==> config.mk <==
export PLATFORM = sky130hd
export DESIGN_NAME = slp_div
export DESIGN_NICKNAME = d
export VERILOG_FILES = /design/src/sv/slp_pkg.sv /design/src/sv/slp_div.sv
export SDC_FILE = /design/constraint.sdc
export NUM_CORES = 1
export LEC_CHECK = 0
export ABC_AREA = 1
export BUFFER_PORTS_ARGS = -buffer_cell sky130_fd_sc_hd__buf_4
export CAP_MARGIN = 10
export CORE_ASPECT_RATIO = 1.5
export CORE_UTILIZATION = 60
export DETAILED_ROUTE_END_ITERATION = 8
export GPL_ROUTABILITY_DRIVEN = 0
export GPL_TIMING_DRIVEN = 0
export PLACE_DENSITY = 0.8
export SETUP_SLACK_MARGIN = 0.02
export SYNTH_ARGS = -nofsm -noshare
export SYNTH_HDL_FRONTEND = slang
export SYNTH_SLANG_ARGS = --single-unit
==> constraint.sdc <==
create_clock -name clk -period 4 [get_ports clk]
set_input_delay 0.4 -clock clk [delete_from_list [all_inputs] [get_ports clk]]
set_output_delay 0.4 -clock clk [all_outputs]
set_load 0.005 [all_outputs]
==> src/sv/slp_pkg.sv <==
// Shared constants, types and saturation helper for the simplex solver.
package slp_pkg;

    localparam int SLP_MAX_VARS    = 64;
    localparam int SLP_MAX_CONS    = 64;
    localparam int SLP_FRAC_BITS   = 16;
    localparam int SLP_PIVOT_LIMIT = 1024;

    localparam logic CFG_NUM_VARS = 1'b0;
    localparam logic CFG_NUM_CONS = 1'b1;

    localparam logic STATUS_OPTIMAL   = 1'b0;
    localparam logic STATUS_UNBOUNDED = 1'b1;

    typedef struct packed {
        logic               start;
        logic signed [31:0] num;
        logic signed [31:0] den;
    } slp_div_req_t;

    typedef struct packed {
        logic               done;
        logic signed [31:0] quot;
    } slp_div_rsp_t;

    function automatic logic signed [31:0] sat32(input logic signed [64:0] x);
        logic signed [31:0] r;
        if (x > 65'sh0_7FFF_FFFF)
            r = 32'sh7FFF_FFFF;
        else if (x < -65'sh0_8000_0000)
            r = 32'sh8000_0000;
        else
            r = x[31:0];
        return r;
    endfunction

endpackage

==> src/sv/slp_div.sv <==
// Bit-serial fixed-point divider: floor((num << FRAC_BITS) / den), den > 0, saturated.
module slp_div
    import slp_pkg::*;
#(
    parameter int FRAC_BITS = SLP_FRAC_BITS
)
(
    input  logic         clk,
    input  logic         rst_n,
    input  slp_div_req_t req,
    output slp_div_rsp_t rsp
);

    localparam int W    = 32 + FRAC_BITS;
    localparam int CNTW = $clog2(W + 1);

    logic              busy_reg;
    logic              fin_reg;
    logic              done_reg;
    logic [CNTW-1:0]   cnt_reg;
    logic              neg_reg;
    logic [W-1:0]      n_reg;
    logic [W-1:0]      q_reg;
    logic [32:0]       r_reg;
    logic [31:0]       den_reg;
    logic signed [31:0] quot_reg;

    logic [31:0] mag;
    logic [32:0] r_sh;
    logic        q_bit;
    logic [W:0]  q_up;

    assign mag   = req.num[31] ? 32'(-33'(req.num)) : 32'(req.num);
    assign r_sh  = {r_reg[31:0], n_reg[W-1]};
    assign q_bit = (r_sh >= {1'b0, den_reg});
    assign q_up  = (W+1)'(q_reg) + (W+1)'(neg_reg && (r_reg != 33'd0));

    always_ff @(posedge clk or negedge rst_n)
    begin
        if (!rst_n)
        begin
            busy_reg <= 1'b0;
            fin_reg  <= 1'b0;
            done_reg <= 1'b0;
            cnt_reg  <= '0;
        end
        else
        begin
            done_reg <= 1'b0;
            fin_reg  <= 1'b0;
            if (req.start)
            begin
                busy_reg <= 1'b1;
                cnt_reg  <= CNTW'(W);
            end
            else if (busy_reg)
            begin
                cnt_reg <= cnt_reg - CNTW'(1);
                if (cnt_reg == CNTW'(1))
                begin
                    busy_reg <= 1'b0;
                    fin_reg  <= 1'b1;
                end
            end
            else if (fin_reg)
            begin
                done_reg <= 1'b1;
            end
        end
    end

    always_ff @(posedge clk)
    begin
        if (req.start)
        begin
            neg_reg <= req.num[31];
            n_reg   <= {mag, {FRAC_BITS{1'b0}}};
            r_reg   <= '0;
            q_reg   <= '0;
            den_reg <= 32'(req.den);
        end
        else if (busy_reg)
        begin
            r_reg <= q_bit ? (r_sh - {1'b0, den_reg}) : r_sh;
            q_reg <= {q_reg[W-2:0], q_bit};
            n_reg <= {n_reg[W-2:0], 1'b0};
        end
        else if (fin_reg)
        begin
            // apply sign, round toward minus infinity, clamp
            if (!neg_reg)
                quot_reg <= (q_reg > W'(32'h7FFF_FFFF)) ? 32'sh7FFF_FFFF : $signed(q_reg[31:0]);
            else if (q_up > (W+1)'(33'h0_8000_0000))
                quot_reg <= 32'sh8000_0000;
            else
                quot_reg <= $signed(32'(-q_up));
        end
    end

    assign rsp.done = done_reg;
    assign rsp.quot = quot_reg;

endmodule

==> Word-level counts from Yosys, hierarchy flattened <==
Index checks and enable logic that the tools add are counted.
{ "word_totals": {"rom_bits": 0, "word_cells": 43, "ff_bits": 187, "mem_bits_rw": 0, "latch_bits": 0, "inputBits": 67, "memories": 0} }
{ "classes": {"n_addsub": 5, "magnitude_cmp": 3, "div": 0, "shift": 0, "eq_ne": 1, "n_mux": 18, "reduce_logical": 4, "multipliers": 0, "bitwise": 2} }
{ "op_table": {"columns": ["op", "n"], "rows": [
  ["$mux 32", 4],
  ["$mux 48", 2],
  ["$neg 32->32", 2],
  ["$add 48x1->49", 1],
  ["$gt 49x32->1 const B", 1],
  ["$gt 48x31->1 const B", 1],
  ["$ge 33x32->1", 1],
  ["$mux 33", 1],
  ["$reduce_bool 33->1", 1],
  ["$sub 33x32->33", 1],
  ["$mux 6", 2],
  ["$mux 1", 9],
  ["$eq 6x1->1 const B", 1],
  ["$sub 6x1->6 const B", 1],
  ["$reduce_and 3->1", 1],
  ["$not 1->1", 2],
  ["$reduce_bool 2->1", 1],
  ["$logic_and 1x1->1", 1]
]} }

==> Longest topological paths before layout <==
{ "logic_depth": {"word_depth": 6, "ltp_mapped": 22, "ltp_nobuf": 22} }

==> Worst setup path after synthesis <==
OpenSTA, ideal clock, no wires.
{ "synth_timing": {"path_type": "register to register", "start": "register r_reg[16]", "end": "register quot_reg[21] (data pin)", "n_path_buf": 1, "setup_slack_ns": 0.997, "t_required_ns": 3.856, "t_arrival_ns": 2.859, "stages_incl_launch_ff": 22, "path_cell_list": "dfxtp_1 > nor4_1 > nand4_1 > nor3_1 > nor2_1 > ha_1 > ha_1 > inv_1 > ha_1 > nand2_1 > nor2_2 > nand2_1 > nor2_1 > nand2_1 > nor2_1 > nand2_1 > nor2_1 > nand3_2 > nand2_4 > nand2_4 > buf_6 > o21ai_1"} }
{ "synth_via": {"elab_chain_cells": 6} }
{ "synth_rtl": {"columns": ["item", "line_no", "rtl"], "rows": [
  ["from (decl)", "slp_div.sv:24", "logic [32:0] r_reg;"],
  ["from (signal assigned)", "slp_div.sv:84", "r_reg <= q_bit ? (r_sh - {1'b0, den_reg}) : r_sh;"],
  ["$reduce_bool 33->1 *", "slp_div.sv:36", "assign q_up = (W+1)'(q_reg) + (W+1)'(neg_reg && (r_reg != 33'd0));"],
  ["$logic_and 1x1->1 *", "slp_div.sv:36", null],
  ["$add 48x1->49 *", "slp_div.sv:36", null],
  ["$gt 49x32->1 / $neg 32->32 (equally long branches)", "slp_div.sv:93, slp_div.sv:96", null],
  ["$mux 32 *", "slp_div.sv:93", "else if (q_up > (W+1)'(33'h0_8000_0000))"],
  ["$mux 32 *", "slp_div.sv:91", "if (!neg_reg)"],
  ["to (signal assigned)", "slp_div.sv:92", "quot_reg <= (q_reg > W'(32'h7FFF_FFFF)) ? 32'sh7FFF_FFFF : $signed(q_reg[31:0]);"],
  ["to (signal assigned)", "slp_div.sv:96", "quot_reg <= $signed(32'(-q_up));"],
  ["to (decl)", "slp_div.sv:26", "logic signed [31:0] quot_reg;"]
]} }
Mark *: on every way between the ends. The rest lies on a longest branch, timed or not.
A chain may end at the register's enable or synchronous reset.

==> Worst setup path in the final report <==
{ "layout_timing": {"start": "register r_reg[24]", "end": "register quot_reg[29] (data pin)"} }
The elaborated chain is that of the path after synthesis.

==> metrics.md <==
| Metric | Value |
|---|---|
| CTS Buffer Depth | `2` |
| N_diodes | `0` |
| TritonCTS clock tree | `built` |
| Post-synth top area share | `22.7%` |
| Total net switching power | `2.61 mW` |
| Sequential element share of the synthesized area | `37.1%` |
| Power density cells | `462 mW/mm^2` |
| Fin crit share | `94.6%` |
| Critical path peak fanout | `5` |
| WS Path Type | `flop to flop` |
| Clock share of power | `23.5%` |
| Combinational power share | `39.6%` |
| Part of the power in registers | `36.9%` |
| Clk_skew | `6.48 ps` |
| Endpoint type of the worst setup path | `flop` |
| All-Layer GR Usage | `35.4%` |
| Number of H-tree levels | `4` |
| VDD IR max | `346 uV` |
| Largest net degree at the start of global routing | `42` |
| Layout cells sized above 1 | `12.8%` |
| Global-route wire length before repair | `60500 um` |
| Pleak | `6.43 nW` |
| Area of the mapped netlist | `0.0128 mm^2` |
| Post-Place Cell Area | `0.0139 mm^2` |
| Die Span X | `121 um` |
| Worst-Skew Late Latency | `440 ps` |
| FF-to-FF Start | `r_reg[24]` |
| Crit path DAT | `4090 ps` |
| Antenna-violating nets left | `0` |
| DR pass1 iterations | `6` |
| Remaining Overflow, GRT | `0` |
| Post-Syn Nets | `1919` |
| DR DRC count | `0` |
| Cells after Synth | `1813` |
| Via/cell ratio | `5.84` |
| Worst hold path type | `primary input to flop` |
| Syn_area_per_cell | `7.08 um^2` |
| Hold path depth | `1` |
| Initial antenna violation count | `0` |
| Site Rows | `65` |
| Top-count cell post-synth | `nand2_1` |
| Fillers | `1810` |
| Number of synthesized flops with an enable pin | `97` |
| Layout area overhead | `13.4%` |
| Worst Hold End | `den_reg[6]` |
| WL final | `37600 um` |
| Vias in the first global route | `12770` |
| Max reg flops | `48` |
| DR WL/cell | `17.0 um` |
| Worst-Margin Slew | `972 ps` |
| CTS sink count | `187` |
| # port buffers | `99` |
| Number of I/O pins | `100` |
| DIE AREA | `0.0220 mm^2` |
| Worst flop-to-flop path endpoint | `quot_reg[29]` |
| Switching Share | `38.8%` |
| Flop-to-flop setup slack | `220 ps` |
| Fmax | `264 MHz` |
| CTS Buf Count | `17` |
| Relative slew slack | `35.2%` |
| Most instantiated cells after synthesis | `506 x nand2_1, 205 x nor2_1, 200 x inv_1` |
| Final Max Slew Viols | `0` |
| CP Data Required Time | `4310 ps` |
| Initial Util | `61.1%` |
| CTS root buf | `clkbuf_16` |
| HPWL Detailed | `29300 um` |
| Async SR Flop Fraction | `4.81%` |
| Fin. Hold Viols | `0` |
| Status | `finished clean` |
| Fin nets | `2041` |
| Crit start category | `flop` |
| Leading area contributor after synthesis | `edfxtp_1` |
| Util after Layout | `69.4%` |
| Yosys Warn Count | `0` |
| Cell area after layout | `0.0146 mm^2` |
| Area contributors post-synth | `edfxtp_1 23%, nand2_1 15%, dfxtp_1 13%, nor2_1 6.0%, inv_1 5.9%` |
| # setup viols final | `0` |
| Clock transition at the registers of the reported paths | `70 ps` |
| Initial DRC Count | `1103` |
| Top FF cell, synth | `edfxtp_1` |
| Min Tclk post-route | `3780 ps` |
| Total number of vias | `12932` |
| Max-Cap Viols | `0` |
| Critical hold path startpoint | `req[6]` |
| Library cells used by synthesis | `47` |
| P_int | `4.11 mW` |
| Die height | `181 um` |
| Worst reg-to-reg path cell count | `21` |
| Number of synthesized register bits | `187` |
| Core area | `0.0210 mm^2` |
-- power groups by stage --
stage                     registers (mW)  clock network, mW  logic [mW]
after CTS                           2.46               1.59        2.56
after detailed placement            2.49                  0        2.54
after global placement              2.49                  0        2.49
after global routing                2.50               1.66        2.98
after floorplan                     2.44                  0        1.93
final                               2.48               1.58        2.66
-- cells by family (layout without fill, tap and decap cells) --
kind of cell,count (synthesis),count (layout),synth area share [%]
flops,187,187,37.1
xor+xnor,71,71,4.85
compound gates,263,263,11.8
simple gates,1004,1004,34.8
fa+ha+maj,39,39,3.86
buf+inv,249,384,7.53
-- stage by stage --
step / worst slack (ps) / hold WS [ps] / total power [mW] / setup TNS (ps) / cells
finish: 217 / 133 / 6.72 / 0 / 2216
global route: -1.18 / 122 / 7.14 / -1.18 / 2216
CTS: 47.1 / 125 / 6.60 / 0 / 2213
detailed placement: 91.6 / 230 / 5.03 / 0 / 2180
global placement: 83.1 / 227 / 4.98 / 0 / 2180
floorplan: 997 / 104 / 4.36 / 0 / 1813
-- routing by layer --
metal	track usage (%)	wire length, um	up-vias
li1	-	-	6268
met1	35.3	13200	5940
met2	64.7	19800	516
met3	5.78	1930	208
met4	26.0	2750	0
met5	0	0	-
-- area by class of cell --
type | count | area [um^2] | area share, %
plain buffers | 40 | 184 | 1.26
clock buffers | 20 | 437 | 3.00
repair buffers | 103 | 776 | 5.33
inverters | 209 | 785 | 5.39
multi-input cells | 1377 | 7180 | 49.3
flip-flops and latches | 187 | 4760 | 32.7
clock inverters | 12 | 101 | 0.696
well taps | 268 | 335 | 2.30
-- what timing repair did --
item,4_1_cts,5_1_grt
setup endpoints to repair,0,32
resized for setup,0,15
buffers inserted,0,3
hold endpoints to repair,9,0
hold buffers,1,0
-- critical path, cell delays in order (launching register included) --
cell and delay [ps]:
dfxtp_1 350, nor4_2 410, nand4_1 210, nor3_2 230
nor2_1 60, ha_1 220, ha_1 220, nand2_1 150
nor2_4 70, nand3_2 160, inv_2 90, nand2_1 210
o21ai_0 120, nand2_1 120, nand2_1 70, nor2_1 160
nand3_2 110, nor2_4 230, buf_4 170, buf_4 120
nand4_1 90, nand2_1 70
-- how the worst max path moves through the flow --
stage / slack, ps / end / from
after floorplan: 1000 / quot_reg[21] / r_reg[16]
after global placement: 80 / quot_reg[22] / r_reg[12]
after detailed placement: 90 / quot_reg[22] / r_reg[12]
after CTS: 50 / quot_reg[20] / r_reg[12]
after global routing: -1 / quot_reg[27] / r_reg[24]
final: 220 / quot_reg[29] / r_reg[24]
-- cell usage in the layout, fill, tap and decap left out, types with 5 or more instances in the layout --
master | Yosys | final
nor3_1 | 15 | 14
nor2_4 | 13 | 14
nor2_1 | 205 | 200
a21oi_1 | 54 | 54
xor2_1 | 49 | 48
nand4_1 | 43 | 43
nand2_2 | 18 | 19
edfxtp_1 | 97 | 97
inv_1 | 200 | 200
dfrtp_1 | 9 | 9
inv_2 | 6 | 6
clkinv_1 | 3 | 5
nand3_1 | 136 | 136
nor4_1 | 14 | 9
or2_2 | 6 | 6
nand3b_1 | 8 | 8
nor2_2 | 23 | 27
dfxtp_1 | 81 | 81
a31oi_1 | 8 | 8
xnor2_1 | 22 | 22
o21ai_2 | 18 | 18
nand2_1 | 506 | 505
buf_4 | 1 | 103
clkbuf_16 | 0 | 17
o22ai_1 | 49 | 49
ha_1 | 38 | 38
clkbuf_1 | 30 | 31
nand3_2 | 6 | 6
o21ai_0 | 104 | 104
o21ai_1 | 7 | 7
Note: power is estimated with default switching activity, not from simulation.
